`src/design/mte_pkg.sv`:
```
// ----------------------------------------------------------------------------
// mte_pkg
// Shared types and constants of the MIDI track event encoder: beat payloads,
// configuration set, command and register codes, and the event descriptor
// passed from the front end to the byte serialiser.
// ----------------------------------------------------------------------------
package mte_pkg;

  // Variable-length quantity limits
  localparam int MAX_VLQ_BYTES = 4;
  localparam int VLQ_BITS      = 7 * MAX_VLQ_BYTES;
  localparam int VLQ_CNT_W     = $clog2(MAX_VLQ_BYTES + 1);

  // Input commands
  localparam logic [1:0] CMD_BEGIN    = 2'd0;
  localparam logic [1:0] CMD_NOTE_ON  = 2'd1;
  localparam logic [1:0] CMD_NOTE_OFF = 2'd2;
  localparam logic [1:0] CMD_END      = 2'd3;

  // Configuration register indexes
  localparam int CFG_IDX_W = 3;
  localparam logic [CFG_IDX_W-1:0] CFG_DIVISIONS        = 3'd0;
  localparam logic [CFG_IDX_W-1:0] CFG_TEMPO_US         = 3'd1;
  localparam logic [CFG_IDX_W-1:0] CFG_CHANNEL          = 3'd2;
  localparam logic [CFG_IDX_W-1:0] CFG_PROGRAM          = 3'd3;
  localparam logic [CFG_IDX_W-1:0] CFG_RELEASE_VELOCITY = 3'd4;
  localparam int CFG_DATA_W = 24;

  // MIDI status and meta bytes
  localparam logic [7:0] STATUS_NOTE_ON  = 8'h90;
  localparam logic [7:0] STATUS_NOTE_OFF = 8'h80;
  localparam logic [7:0] STATUS_PROGRAM  = 8'hC0;
  localparam logic [7:0] META_PREFIX     = 8'hFF;
  localparam logic [7:0] META_TEMPO      = 8'h51;
  localparam logic [7:0] META_END_TRACK  = 8'h2F;

  typedef struct packed {
    logic [1:0]  command;
    logic [30:0] step_time;
    logic [6:0]  note;
    logic [6:0]  velocity;
    logic [23:0] event_count;
  } in_item_t;

  typedef struct packed {
    logic [7:0]  out_byte;
    logic        last;
    logic [31:0] track_bytes;
    logic        size_mismatch;
  } out_item_t;

  typedef struct packed {
    logic [15:0] divisions;
    logic [23:0] tempo_us;
    logic [3:0]  channel;
    logic [6:0]  program_cfg;
    logic [6:0]  release_velocity;
  } cfg_t;

  // One classified event, ready for serialising
  typedef struct packed {
    logic [1:0]           command;
    logic [4:0]           last_idx;
    logic [VLQ_CNT_W-1:0] vlq_n;
    logic [VLQ_BITS-1:0]  delta;
    logic [7:0]           status;
    logic [6:0]           note;
    logic [6:0]           vel;
    logic [31:0]          est_len;
    logic [31:0]          track_bytes;
    logic                 size_mismatch;
  } desc_t;

endpackage

```
`src/design/mte_front.sv`:
```
// ----------------------------------------------------------------------------
// mte_front
// Front end: holds the configuration registers and the track state, accepts
// input beats and turns each into an event descriptor with its byte count,
// delta time, status byte and running track byte count.
// ----------------------------------------------------------------------------
module mte_front (
  input  logic                               clk,
  input  logic                               rst,
  input  logic                               in_valid,
  output logic                               in_ready,
  input  mte_pkg::in_item_t                  in_item,
  input  logic                               cfg_valid,
  output logic                               cfg_ready,
  input  logic [mte_pkg::CFG_IDX_W-1:0]      cfg_index,
  input  logic [mte_pkg::CFG_DATA_W-1:0]     cfg_data,
  output mte_pkg::cfg_t                      cfg,
  output logic                               desc_valid,
  input  logic                               desc_ready,
  output mte_pkg::desc_t                     desc
);

  localparam logic [30:0] VLQ_LIMIT = 31'((64'd1 << mte_pkg::VLQ_BITS) - 64'd1);

  logic [30:0] prev_step;
  logic        first_pending;
  logic [31:0] data_cnt;
  logic [31:0] est_len;

  logic [30:0] prev_step_next;
  logic        first_pending_next;
  logic [31:0] data_cnt_next;
  logic [31:0] est_len_next;

  logic [30:0]                      delta_raw;
  logic [mte_pkg::VLQ_BITS-1:0]     delta;
  logic [mte_pkg::VLQ_CNT_W-1:0]    vlq_n;
  logic                             accept;

  assign cfg_ready  = 1'b1;
  assign in_ready   = desc_ready;
  assign desc_valid = in_valid;
  assign accept     = in_valid && desc_ready;

  // Clamp negative deltas to zero, saturate large ones
  always_comb begin
    if (!first_pending && (in_item.step_time > prev_step)) begin
      delta_raw = in_item.step_time - prev_step;
    end else begin
      delta_raw = '0;
    end
    if (delta_raw > VLQ_LIMIT) begin
      delta = mte_pkg::VLQ_BITS'(VLQ_LIMIT);
    end else begin
      delta = mte_pkg::VLQ_BITS'(delta_raw);
    end
  end

  // Count the seven-bit groups needed for the delta
  always_comb begin
    vlq_n = mte_pkg::VLQ_CNT_W'(1);
    for (int j = 1; j < mte_pkg::MAX_VLQ_BYTES; j++) begin
      if ((delta >> (7 * j)) != '0) begin
        vlq_n = mte_pkg::VLQ_CNT_W'(j + 1);
      end
    end
  end

  // Classify the beat and work out the next track state
  always_comb begin
    prev_step_next     = prev_step;
    first_pending_next = first_pending;
    data_cnt_next      = data_cnt;
    est_len_next       = est_len;

    desc               = '0;
    desc.command       = in_item.command;
    desc.vlq_n         = vlq_n;
    desc.delta         = delta;
    desc.note          = in_item.note;

    unique case (in_item.command)
      mte_pkg::CMD_BEGIN: begin
        est_len_next       = 32'd7 + {6'd0, in_item.event_count, 2'b00};
        data_cnt_next      = 32'd10;
        prev_step_next     = '0;
        first_pending_next = 1'b1;
        desc.last_idx      = 5'd31;
      end
      mte_pkg::CMD_NOTE_ON, mte_pkg::CMD_NOTE_OFF: begin
        prev_step_next     = in_item.step_time;
        first_pending_next = 1'b0;
        data_cnt_next      = data_cnt + 32'(vlq_n) + 32'd3;
        desc.last_idx      = 5'(vlq_n) + 5'd2;
        if (in_item.command == mte_pkg::CMD_NOTE_ON) begin
          desc.status = mte_pkg::STATUS_NOTE_ON | {4'd0, cfg.channel};
          desc.vel    = in_item.velocity;
        end else begin
          desc.status = mte_pkg::STATUS_NOTE_OFF | {4'd0, cfg.channel};
          desc.vel    = cfg.release_velocity;
        end
      end
      default: begin
        data_cnt_next      = data_cnt + 32'd4;
        desc.last_idx      = 5'd3;
        desc.size_mismatch = (data_cnt_next != est_len);
      end
    endcase

    desc.est_len     = est_len_next;
    desc.track_bytes = data_cnt_next;
  end

  // Hold track state; advance on each accepted beat
  always_ff @(posedge clk) begin
    if (rst) begin
      prev_step     <= '0;
      first_pending <= 1'b1;
      data_cnt      <= '0;
      est_len       <= '0;
    end else if (accept) begin
      prev_step     <= prev_step_next;
      first_pending <= first_pending_next;
      data_cnt      <= data_cnt_next;
      est_len       <= est_len_next;
    end
  end

  // Configuration registers; unknown indexes are dropped
  always_ff @(posedge clk) begin
    if (rst) begin
      cfg.divisions        <= 16'd96;
      cfg.tempo_us         <= 24'd500000;
      cfg.channel          <= 4'd0;
      cfg.program_cfg      <= 7'd0;
      cfg.release_velocity <= 7'd64;
    end else if (cfg_valid && cfg_ready) begin
      unique case (cfg_index)
        mte_pkg::CFG_DIVISIONS:        cfg.divisions        <= cfg_data[15:0];
        mte_pkg::CFG_TEMPO_US:         cfg.tempo_us         <= cfg_data[23:0];
        mte_pkg::CFG_CHANNEL:          cfg.channel          <= cfg_data[3:0];
        mte_pkg::CFG_PROGRAM:          cfg.program_cfg      <= cfg_data[6:0];
        mte_pkg::CFG_RELEASE_VELOCITY: cfg.release_velocity <= cfg_data[6:0];
        default: ;
      endcase
    end
  end

endmodule

```
`src/design/mte_queue.sv`:
```
// ----------------------------------------------------------------------------
// mte_queue
// Short first-in first-out queue of event descriptors between the front end
// and the byte serialiser.
// ----------------------------------------------------------------------------
module mte_queue #(
  parameter int DEPTH = 2
) (
  input  logic           clk,
  input  logic           rst,
  input  logic           wr_valid,
  output logic           wr_ready,
  input  mte_pkg::desc_t wr_data,
  output logic           rd_valid,
  input  logic           rd_pop,
  output mte_pkg::desc_t rd_data
);

  localparam int PTR_W = (DEPTH > 1) ? $clog2(DEPTH) : 1;
  localparam int CNT_W = $clog2(DEPTH + 1);

  mte_pkg::desc_t   slots [DEPTH];
  logic [PTR_W-1:0] wr_ptr;
  logic [PTR_W-1:0] rd_ptr;
  logic [CNT_W-1:0] count;
  logic             push;
  logic             pop;

  assign wr_ready = (count != CNT_W'(DEPTH));
  assign rd_valid = (count != '0);
  assign push     = wr_valid && wr_ready;
  assign pop      = rd_pop && rd_valid;
  assign rd_data  = slots[rd_ptr];

  // Store incoming descriptors
  always_ff @(posedge clk) begin
    if (push) begin
      slots[wr_ptr] <= wr_data;
    end
  end

  // Advance pointers and fill count
  always_ff @(posedge clk) begin
    if (rst) begin
      wr_ptr <= '0;
      rd_ptr <= '0;
      count  <= '0;
    end else begin
      if (push) begin
        wr_ptr <= (wr_ptr == PTR_W'(DEPTH - 1)) ? '0 : wr_ptr + 1'b1;
      end
      if (pop) begin
        rd_ptr <= (rd_ptr == PTR_W'(DEPTH - 1)) ? '0 : rd_ptr + 1'b1;
      end
      if (push && !pop) begin
        count <= count + 1'b1;
      end else if (pop && !push) begin
        count <= count - 1'b1;
      end
    end
  end

endmodule

```
`src/design/mte_back.sv`:
```
// ----------------------------------------------------------------------------
// mte_back
// Byte serialiser: walks one descriptor into the output register a byte per
// cycle unless stalled by out_ready, and pops the descriptor on its last byte.
// ----------------------------------------------------------------------------
module mte_back (
  input  logic               clk,
  input  logic               rst,
  input  mte_pkg::cfg_t      cfg,
  input  logic               desc_valid,
  output logic               desc_pop,
  input  mte_pkg::desc_t     desc,
  output logic               out_valid,
  input  logic               out_ready,
  output mte_pkg::out_item_t out_item
);

  logic [4:0]                    idx;
  logic                          load;
  logic                          is_last;
  logic [7:0]                    byte_val;
  logic [4:0]                    rel;
  logic [mte_pkg::VLQ_CNT_W-1:0] vlq_sel;
  logic [6:0]                    grp;

  // Header, track header, tempo and program change of a begin event
  function automatic logic [7:0] begin_byte(input logic [4:0] i, input mte_pkg::cfg_t c,
                                            input logic [31:0] est);
    logic [7:0] b;
    unique case (i)
      5'd0:    b = 8'h4D;
      5'd1:    b = 8'h54;
      5'd2:    b = 8'h68;
      5'd3:    b = 8'h64;
      5'd7:    b = 8'h06;
      5'd11:   b = 8'h01;
      5'd12:   b = c.divisions[15:8];
      5'd13:   b = c.divisions[7:0];
      5'd14:   b = 8'h4D;
      5'd15:   b = 8'h54;
      5'd16:   b = 8'h72;
      5'd17:   b = 8'h6B;
      5'd18:   b = est[31:24];
      5'd19:   b = est[23:16];
      5'd20:   b = est[15:8];
      5'd21:   b = est[7:0];
      5'd23:   b = mte_pkg::META_PREFIX;
      5'd24:   b = mte_pkg::META_TEMPO;
      5'd25:   b = 8'h03;
      5'd26:   b = c.tempo_us[23:16];
      5'd27:   b = c.tempo_us[15:8];
      5'd28:   b = c.tempo_us[7:0];
      5'd30:   b = mte_pkg::STATUS_PROGRAM | {4'd0, c.channel};
      5'd31:   b = {1'b0, c.program_cfg};
      default: b = 8'h00;
    endcase
    return b;
  endfunction

  assign load     = desc_valid && (!out_valid || out_ready);
  assign is_last  = (idx == desc.last_idx);
  assign desc_pop = load && is_last;
  assign rel      = idx - 5'(desc.vlq_n);
  assign vlq_sel  = mte_pkg::VLQ_CNT_W'(5'(desc.vlq_n) - 5'd1 - idx);

  // Pick the delta group for the current position, most significant first
  always_comb begin
    grp = '0;
    for (int j = 0; j < mte_pkg::MAX_VLQ_BYTES; j++) begin
      if (vlq_sel == mte_pkg::VLQ_CNT_W'(j)) begin
        grp = desc.delta[7*j +: 7];
      end
    end
  end

  // Select the byte for the current position
  always_comb begin
    unique case (desc.command)
      mte_pkg::CMD_BEGIN: begin
        byte_val = begin_byte(idx, cfg, desc.est_len);
      end
      mte_pkg::CMD_NOTE_ON, mte_pkg::CMD_NOTE_OFF: begin
        if (idx < 5'(desc.vlq_n)) begin
          byte_val = {(vlq_sel != '0), grp};
        end else begin
          unique case (rel[1:0])
            2'd0:    byte_val = desc.status;
            2'd1:    byte_val = {1'b0, desc.note};
            default: byte_val = {1'b0, desc.vel};
          endcase
        end
      end
      default: begin
        unique case (idx[1:0])
          2'd1:    byte_val = mte_pkg::META_PREFIX;
          2'd2:    byte_val = mte_pkg::META_END_TRACK;
          default: byte_val = 8'h00;
        endcase
      end
    endcase
  end

  // Advance position and output valid
  always_ff @(posedge clk) begin
    if (rst) begin
      out_valid <= 1'b0;
      idx       <= '0;
    end else if (load) begin
      out_valid <= 1'b1;
      idx       <= is_last ? 5'd0 : idx + 5'd1;
    end else if (out_ready) begin
      out_valid <= 1'b0;
    end
  end

  // Output beat register
  always_ff @(posedge clk) begin
    if (load) begin
      out_item.out_byte      <= byte_val;
      out_item.last          <= is_last;
      out_item.track_bytes   <= desc.track_bytes;
      out_item.size_mismatch <= desc.size_mismatch;
    end
  end

endmodule

```
`src/design/midi_track_event_encoder_top.sv`:
```
// ----------------------------------------------------------------------------
// midi_track_event_encoder_top
// Turns timed note events into Standard MIDI File bytes, one byte per beat.
//
// Input channel (in_valid/in_ready/in_item): begin, note-on, note-off and
// end commands. Output channel (out_valid/out_ready/out_item): file bytes,
// last marks the final byte of each input, track_bytes the running count.
// Configuration channel (cfg_valid/cfg_ready/cfg_index/cfg_data): always
// ready; write only while no bytes are outstanding.
// An item waits in the queue; its bytes then leave through the output register.
// Throughput: one byte per cycle from the serialiser while out_ready is high;
// a note is 4 to 7 bytes (1 to 4 delta bytes plus 3), begin 32 and end 4.
// Up to QUEUE_DEPTH classified items wait in the queue, so the front end
// keeps taking items while the serialiser works.
// Reset restores the configuration defaults, empties the queue and clears
// the track state. A stalled receiver holds the output beat; the queue then
// fills and in_ready drops.
// ----------------------------------------------------------------------------
module midi_track_event_encoder_top #(
  parameter int QUEUE_DEPTH = 2
) (
  input  logic                           clk,
  input  logic                           rst,
  input  logic                           in_valid,
  output logic                           in_ready,
  input  mte_pkg::in_item_t              in_item,
  output logic                           out_valid,
  input  logic                           out_ready,
  output mte_pkg::out_item_t             out_item,
  input  logic                           cfg_valid,
  output logic                           cfg_ready,
  input  logic [mte_pkg::CFG_IDX_W-1:0]  cfg_index,
  input  logic [mte_pkg::CFG_DATA_W-1:0] cfg_data
);

  mte_pkg::cfg_t  cfg;
  mte_pkg::desc_t front_desc;
  mte_pkg::desc_t back_desc;
  logic           front_valid;
  logic           queue_ready;
  logic           back_valid;
  logic           back_pop;

  mte_front u_front (
    .clk        (clk),
    .rst        (rst),
    .in_valid   (in_valid),
    .in_ready   (in_ready),
    .in_item    (in_item),
    .cfg_valid  (cfg_valid),
    .cfg_ready  (cfg_ready),
    .cfg_index  (cfg_index),
    .cfg_data   (cfg_data),
    .cfg        (cfg),
    .desc_valid (front_valid),
    .desc_ready (queue_ready),
    .desc       (front_desc)
  );

  mte_queue #(
    .DEPTH (QUEUE_DEPTH)
  ) u_queue (
    .clk      (clk),
    .rst      (rst),
    .wr_valid (front_valid),
    .wr_ready (queue_ready),
    .wr_data  (front_desc),
    .rd_valid (back_valid),
    .rd_pop   (back_pop),
    .rd_data  (back_desc)
  );

  mte_back u_back (
    .clk        (clk),
    .rst        (rst),
    .cfg        (cfg),
    .desc_valid (back_valid),
    .desc_pop   (back_pop),
    .desc       (back_desc),
    .out_valid  (out_valid),
    .out_ready  (out_ready),
    .out_item   (out_item)
  );

endmodule

```
`config.mk`:
```
export PLATFORM = sky130hd
export DESIGN_NAME = midi_track_event_encoder_top
export DESIGN_NICKNAME = d
export VERILOG_FILES = /design/src/design/mte_pkg.sv /design/src/design/mte_front.sv /design/src/design/mte_queue.sv /design/src/design/mte_back.sv /design/src/design/midi_track_event_encoder_top.sv
export SDC_FILE = /design/constraint.sdc
export NUM_CORES = 1
export LEC_CHECK = 0
export BUFFER_PORTS_ARGS = -buffer_cell sky130_fd_sc_hd__buf_2
export CAP_MARGIN = 30
export CORE_MARGIN = 4
export CORE_UTILIZATION = 55
export CTS_CLUSTER_SIZE = 8
export DETAILED_ROUTE_END_ITERATION = 12
export GPL_TIMING_DRIVEN = 0
export PLACE_DENSITY = 0.73
export SLEW_MARGIN = 20
export SYNTH_ARGS = -nofsm -noshare
export SYNTH_HDL_FRONTEND = slang
export SYNTH_HIERARCHICAL = 1
export SYNTH_SLANG_ARGS = --single-unit
export TNS_END_PERCENT = 30
```
`constraint.sdc`:
```
create_clock -name clk -period 7.25 [get_ports clk]
set_clock_uncertainty 0.1 [all_clocks]
set_input_delay 0 -clock clk [delete_from_list [all_inputs] [get_ports clk]]
set_output_delay 0 -clock clk [all_outputs]
set_load 0.02 [all_outputs]
```
* Word-level counts from Yosys, hierarchy flattened *
Memories as Yosys holds them, arrays and structs flattened. A register that Yosys moved wholly into a read port is not among the register bits.
Cells that the tools add are included.

word-level totals
  logic and storage cells = 148
  output and inout port bits = 45
  flip-flop bits (word level) = 206
  memories kept = 1
  memory bits (writable) = 250

memories
  memory         words  width  rd ports  clocked after memory_dff  write ports  line             RTL
  u_queue.slots  2      125    1         1                         1            mte_queue.sv:22  mte_pkg::desc_t slots [DEPTH];

cells by class
  reduce and logical (&&, ||, !) cells = 37
  muxes and demuxes = 35
  order comparisons = 3
  equal/unequal tests = 40
  add/subtract/negate cells = 14

operator list
  kind                   count
  $pmux 8 s22            1
  $reduce_bool 28->1     3
  $eq 5x5->1 const B     14
  $pmux 32 s2            1
  $pmux 31 s2            1
  $pmux 8 s2             3
  $mux 7                 6
  $add 32x2->32 const B  1
  $add 32x3->32          1
  $add 32x3->32 const B  1
  $mux 32                1
  $ne 32x32->1           1
  $gt 31x28->1 const B   1
  $gt 31x31->1           1
  $mux 31                1
  $sub 31x31->31         1
  $mux 28                1
  $add 3x26->27 const A  1
  $eq 5x4->1 const B     5
  $mux 8                 2
  $eq 3x2->1 const B     4
  $reduce_and 2->1       6
  $eq 5x2->1 const B     2
  $mux 5                 2
  other kinds (32)       68

* Logic depth before layout (Yosys ltp) *
  depth after elaboration = 12
  gate-level depth with buffers = 29

* Modules after synthesis *
The synthesis kept the hierarchy.

by module, submodules not included
  module     cells an instance  instances  area each (µm²)  sequential area each (µm²)
  mte_front  1520               1          10826.6          3083.0
  mte_queue  413                1          9439.1           7607.3
  mte_back   333                1          3377.0           1381.3

* Worst setup path after synthesis *
OpenSTA, ideal clock, no wires.

  path type = register -> register
  from = reg u_front.prev_step[0]
  to = reg u_front.data_cnt[30]
  setup slack = 1.548 ns
  data required time = 7.080 ns
  setup time = 0.070 ns
  cell stages (with the launch flop) = 26
  arrival = 5.532 ns
  path through = dfxtp_1 > ha_1 > inv_1 > fa_1 > a211oi_2 > o21ai_2 > a32oi_1 > and3_2 > a21oi_1 > or3_1 > a211oi_2 > buf_4 > or3b_4 > nor2b_1 > ha_1 > ha_1 > a21o_1 > a21oi_1 > or3_1 > nor2_1 > nand3_1 > a21oi_1 > nand2_1 > xor2_1 > or3_1 > a21oi_1

RTL lines
  element                   line              RTL
  start: declaration        mte_front.sv:25   logic [30:0] prev_step;
  start signal: assignment  mte_front.sv:122  prev_step <= prev_step_next;
  end signal: assignment    mte_front.sv:124  data_cnt <= data_cnt_next;
  end: declaration          mte_front.sv:27   logic [31:0] data_cnt;

==> results.md <==
* Rows at 75
* Total of max-cap violations at 0
* Setup TNS at 0 ps
* Critical path type: register to register
* Xor/xnor share of the synthesized area at 4.038%
* Post-route ant nets at 0
* Simple logic cell fraction of the synthesized area at between 10% and 20%
* Global-route wire length before repair at 107.5 mm
* Top cells by area, synth: edfxtp_1 37%, dfxtp_1 14%, nand2_1 4.4%
* Starting density of the core at 55.99%
* Crit Path Max Fanout at 10
* Root Driver: clkbuf_16
* Final setup violating endpoints at 0
* Net switching fraction of the power at 28.30%
* Fmax at 145.6 MHz
* Crit-path slowest cell: fa_1
* Post-layout util at approximately two thirds
* Layout cells sized above 1 at 16.16%
* Lkg Pwr at 10.38 nW
* Syn Inst Count at 2,266
* Die X at 215.3 um
* Placed Area at around 0.025 mm^2
* Via Count at 19,160
* Synth cell types at 89
* FILL cells at 3,236
* Primary FF master, synth: edfxtp_1
* Commonest non-fill, non-tap cell in the layout: edfxtp_1
* Internal power at 0.005364 W
* Synthesis Warnings at 6
* Pin count of the biggest net entering global routing at 83
* Port Buffers at 139
* Syn Area/Cell at between 10 and 15 um^2
* Clock Pin Slew Worst Setup and Hold Paths at 50 ps
* Final Critical Period at 6869 ps
* Final Max Tran Viols at 0
* Final GP Congestion at about 0.94
* Remaining global-route overflow at 0
* Adder-Cell Fraction of Synth Area at 3.218%
* Mux contribution to synthesized area at 9.267%
* Fin Hold WS at 50.55 ps
* Yosys top cell by area: edfxtp_1
* Vias per Instance at 6.009
* Logic pwr share at 19.5%
* Mapped cell area at about 0.024 mm^2
* Final Hold Viols at 0
* Post-synth EDFFs at between 200 and 300
* Most frequent cells in the layout: 292 x edfxtp_1, 279 x nand2_1, 200 x a21oi_1
* Bufs on Longest Clock Path at 3
* Worst-margin pin slew at just under 900 ps
* CTS Buf Count at 67
* Critical Path RT at between 7000 and 8000 ps
* Outcome: complete, no violations
* Post-CTS setup buffers at 0
* Worst Setup End Kind: register
* Post-synthesis sequential area ratio at 51.06%
* Unrepaired setup endpoints after global routing: no
* Placed Cells at 2,950
* Crit path DAT at 7270 ps
* # nets final at 2,763
* Worst-Skew Late Latency at 580 ps
* Area of the die at 0.04637 mm^2
* GRT Total Usage at between 20 and 30%
* WL/cell at 21.98 um
* Top Ports at 148
* Vias in the first global route at 18,790
* Sink Count at 457
* CTS tree: done
* Largest family of logic cells by synthesized area: simple AND/OR/NAND/NOR gates
* Crit path largest cell delay at approximately 440 ps
* Die Span Y at ~220 um
* Post-synth ARST share at 0%
* Seq pwr share at roughly 42%
* Part of the power in the clock network at 38.4%
* Post-synth top area share at 37.09%
* Max_slew headroom at 40.42%
* H-tree levels at 3
* Initial DRC count at ~2,200
* Post-layout instance area at 0.02827 mm^2
* Core Region at 0.04223 mm^2
* Ant. Diodes at 0
* Peak supply drop at ~0.25 mV
* CP Launch Type: register
* Post-Route WL at 70.06 mm
* HP Class: input pin to register
* Period utilisation layout at 94.75%
* Flops & latches, synth at 457
* Power per cell area at between 200 and 300 mW/mm^2
* DP Wirelength at ~50 mm
* Net Sw Power at 0.002118 W
* Compound-Gate Fraction of Synth Area at a little over an eighth
* DRC violations left at 0
* Antenna violations before repair at 0
* Layout overhead on the synthesized area at 19.58%
* Fin cells at 3,188
* First-pass DRT Iterations at 7
[power groups by stage]
stage               sequential [W]  clock [W]  combinational (W)
floorplan                  0.00325          0           0.000858
global placement           0.00321          0            0.00134
detailed placement         0.00319          0            0.00138
CTS                        0.00315    0.00291            0.00144
global route               0.00317    0.00304            0.00157
finish                     0.00315    0.00287            0.00146
[cell type report]
class                           count  area [um^2]  share of cell area [%]
Inverter                           68        264.0                  0.9338
Clock buffer                      114         1906                   6.740
Timing Repair Buffer              265         2007                   7.099
Multi-Input combinational cell   1584        10550                   37.30
Tap cell                          539        674.4                   2.385
Sequential cell                   457        12070                   42.70
Clock inverter                      3        22.52                 0.07966
Buffer                            158        779.5                   2.757
[per-stage QoR]
stage | setup WS [ps] | power (W)
floorplan | 1548 | 0.004107
global route | 100.4 | 0.007776
finish | 380.8 | 0.007482
detailed placement | 553.8 | 0.004575
CTS | 496.1 | 0.007502
global placement | 644.7 | 0.004558
[synth_stat cells (26+ instances only)]
| cell | count |
|---|---|
| inv_1 | 67 |
| nand3_1 | 51 |
| nor2_1 | 174 |
| o21ai_0 | 68 |
| xnor2_1 | 60 |
| xor2_1 | 49 |
| nand4_1 | 26 |
| ha_1 | 56 |
| and3_1 | 28 |
| mux2_2 | 79 |
| edfxtp_1 | 292 |
| mux2i_1 | 55 |
| nor3_1 | 30 |
| dfxtp_1 | 165 |
| a22oi_1 | 51 |
| mux2_4 | 50 |
| a21oi_1 | 200 |
| clkbuf_1 | 95 |
| a211oi_1 | 40 |
| nand2_1 | 279 |
[routing by layer]
metal,global-route usage [%],part of all wire (%),vias up
met5,0,0,-
met4,9.233,2.8,0
met3,5.155,7.0,148
met2,47.49,46,814
met1,40.98,44,9287
li1,-,-,8909
[path summary, 6_finish.rpt]
path	startpoint	to	slack [ps]	cells after the start
min	in_item[31]	u_queue/slots[0][72]	50	2
max reg2reg	u_front/prev_step[0]	u_front/data_cnt[31]	380	28
max	u_front/prev_step[0]	u_front/data_cnt[31]	380	28
min reg2reg	u_front/cfg[44]	u_front/cfg[44]	360	2
[state kept, by name (all words and copies together), names as in the netlist, named ones only]
register	count
u_queue/slots	250
u_front/cfg	58
u_back/out_item	42
u_front/data_cnt	32
u_front/est_len	32
u_front/prev_step	31
u_back/idx	5
u_queue/count	2
u_back/out_valid	1
u_front/first_pending	1
u_queue/rd_ptr	1
u_queue/wr_ptr	1
[cell families after synthesis]
group / Yosys count
AOI/OAI and AO/OA: 505
xor gates and xnor gates: 109
adders and majority gates: 59
buffers and inverters: 226
DFF: 457
muxes: 184
other: 2
and+or+nand+nor: 724
[critical path, delay by kind of cell, from the launching register on]
family / cells / cell delay [ps]
adders and majority gates: 5 / 1210
DFF: 1 / 360
buffers and inverters: 4 / 410
AOI/OAI and AO/OA: 11 / 2480
and+or+nand+nor: 8 / 2210
[repair_timing]
action | 4_1_cts | 5_1_grt
hold endpoints to repair | 218 | 0
resized for setup | 0 | 0
hold buffers | 121 | 0
No activity file was read; power rests on OpenSTA's default activity.
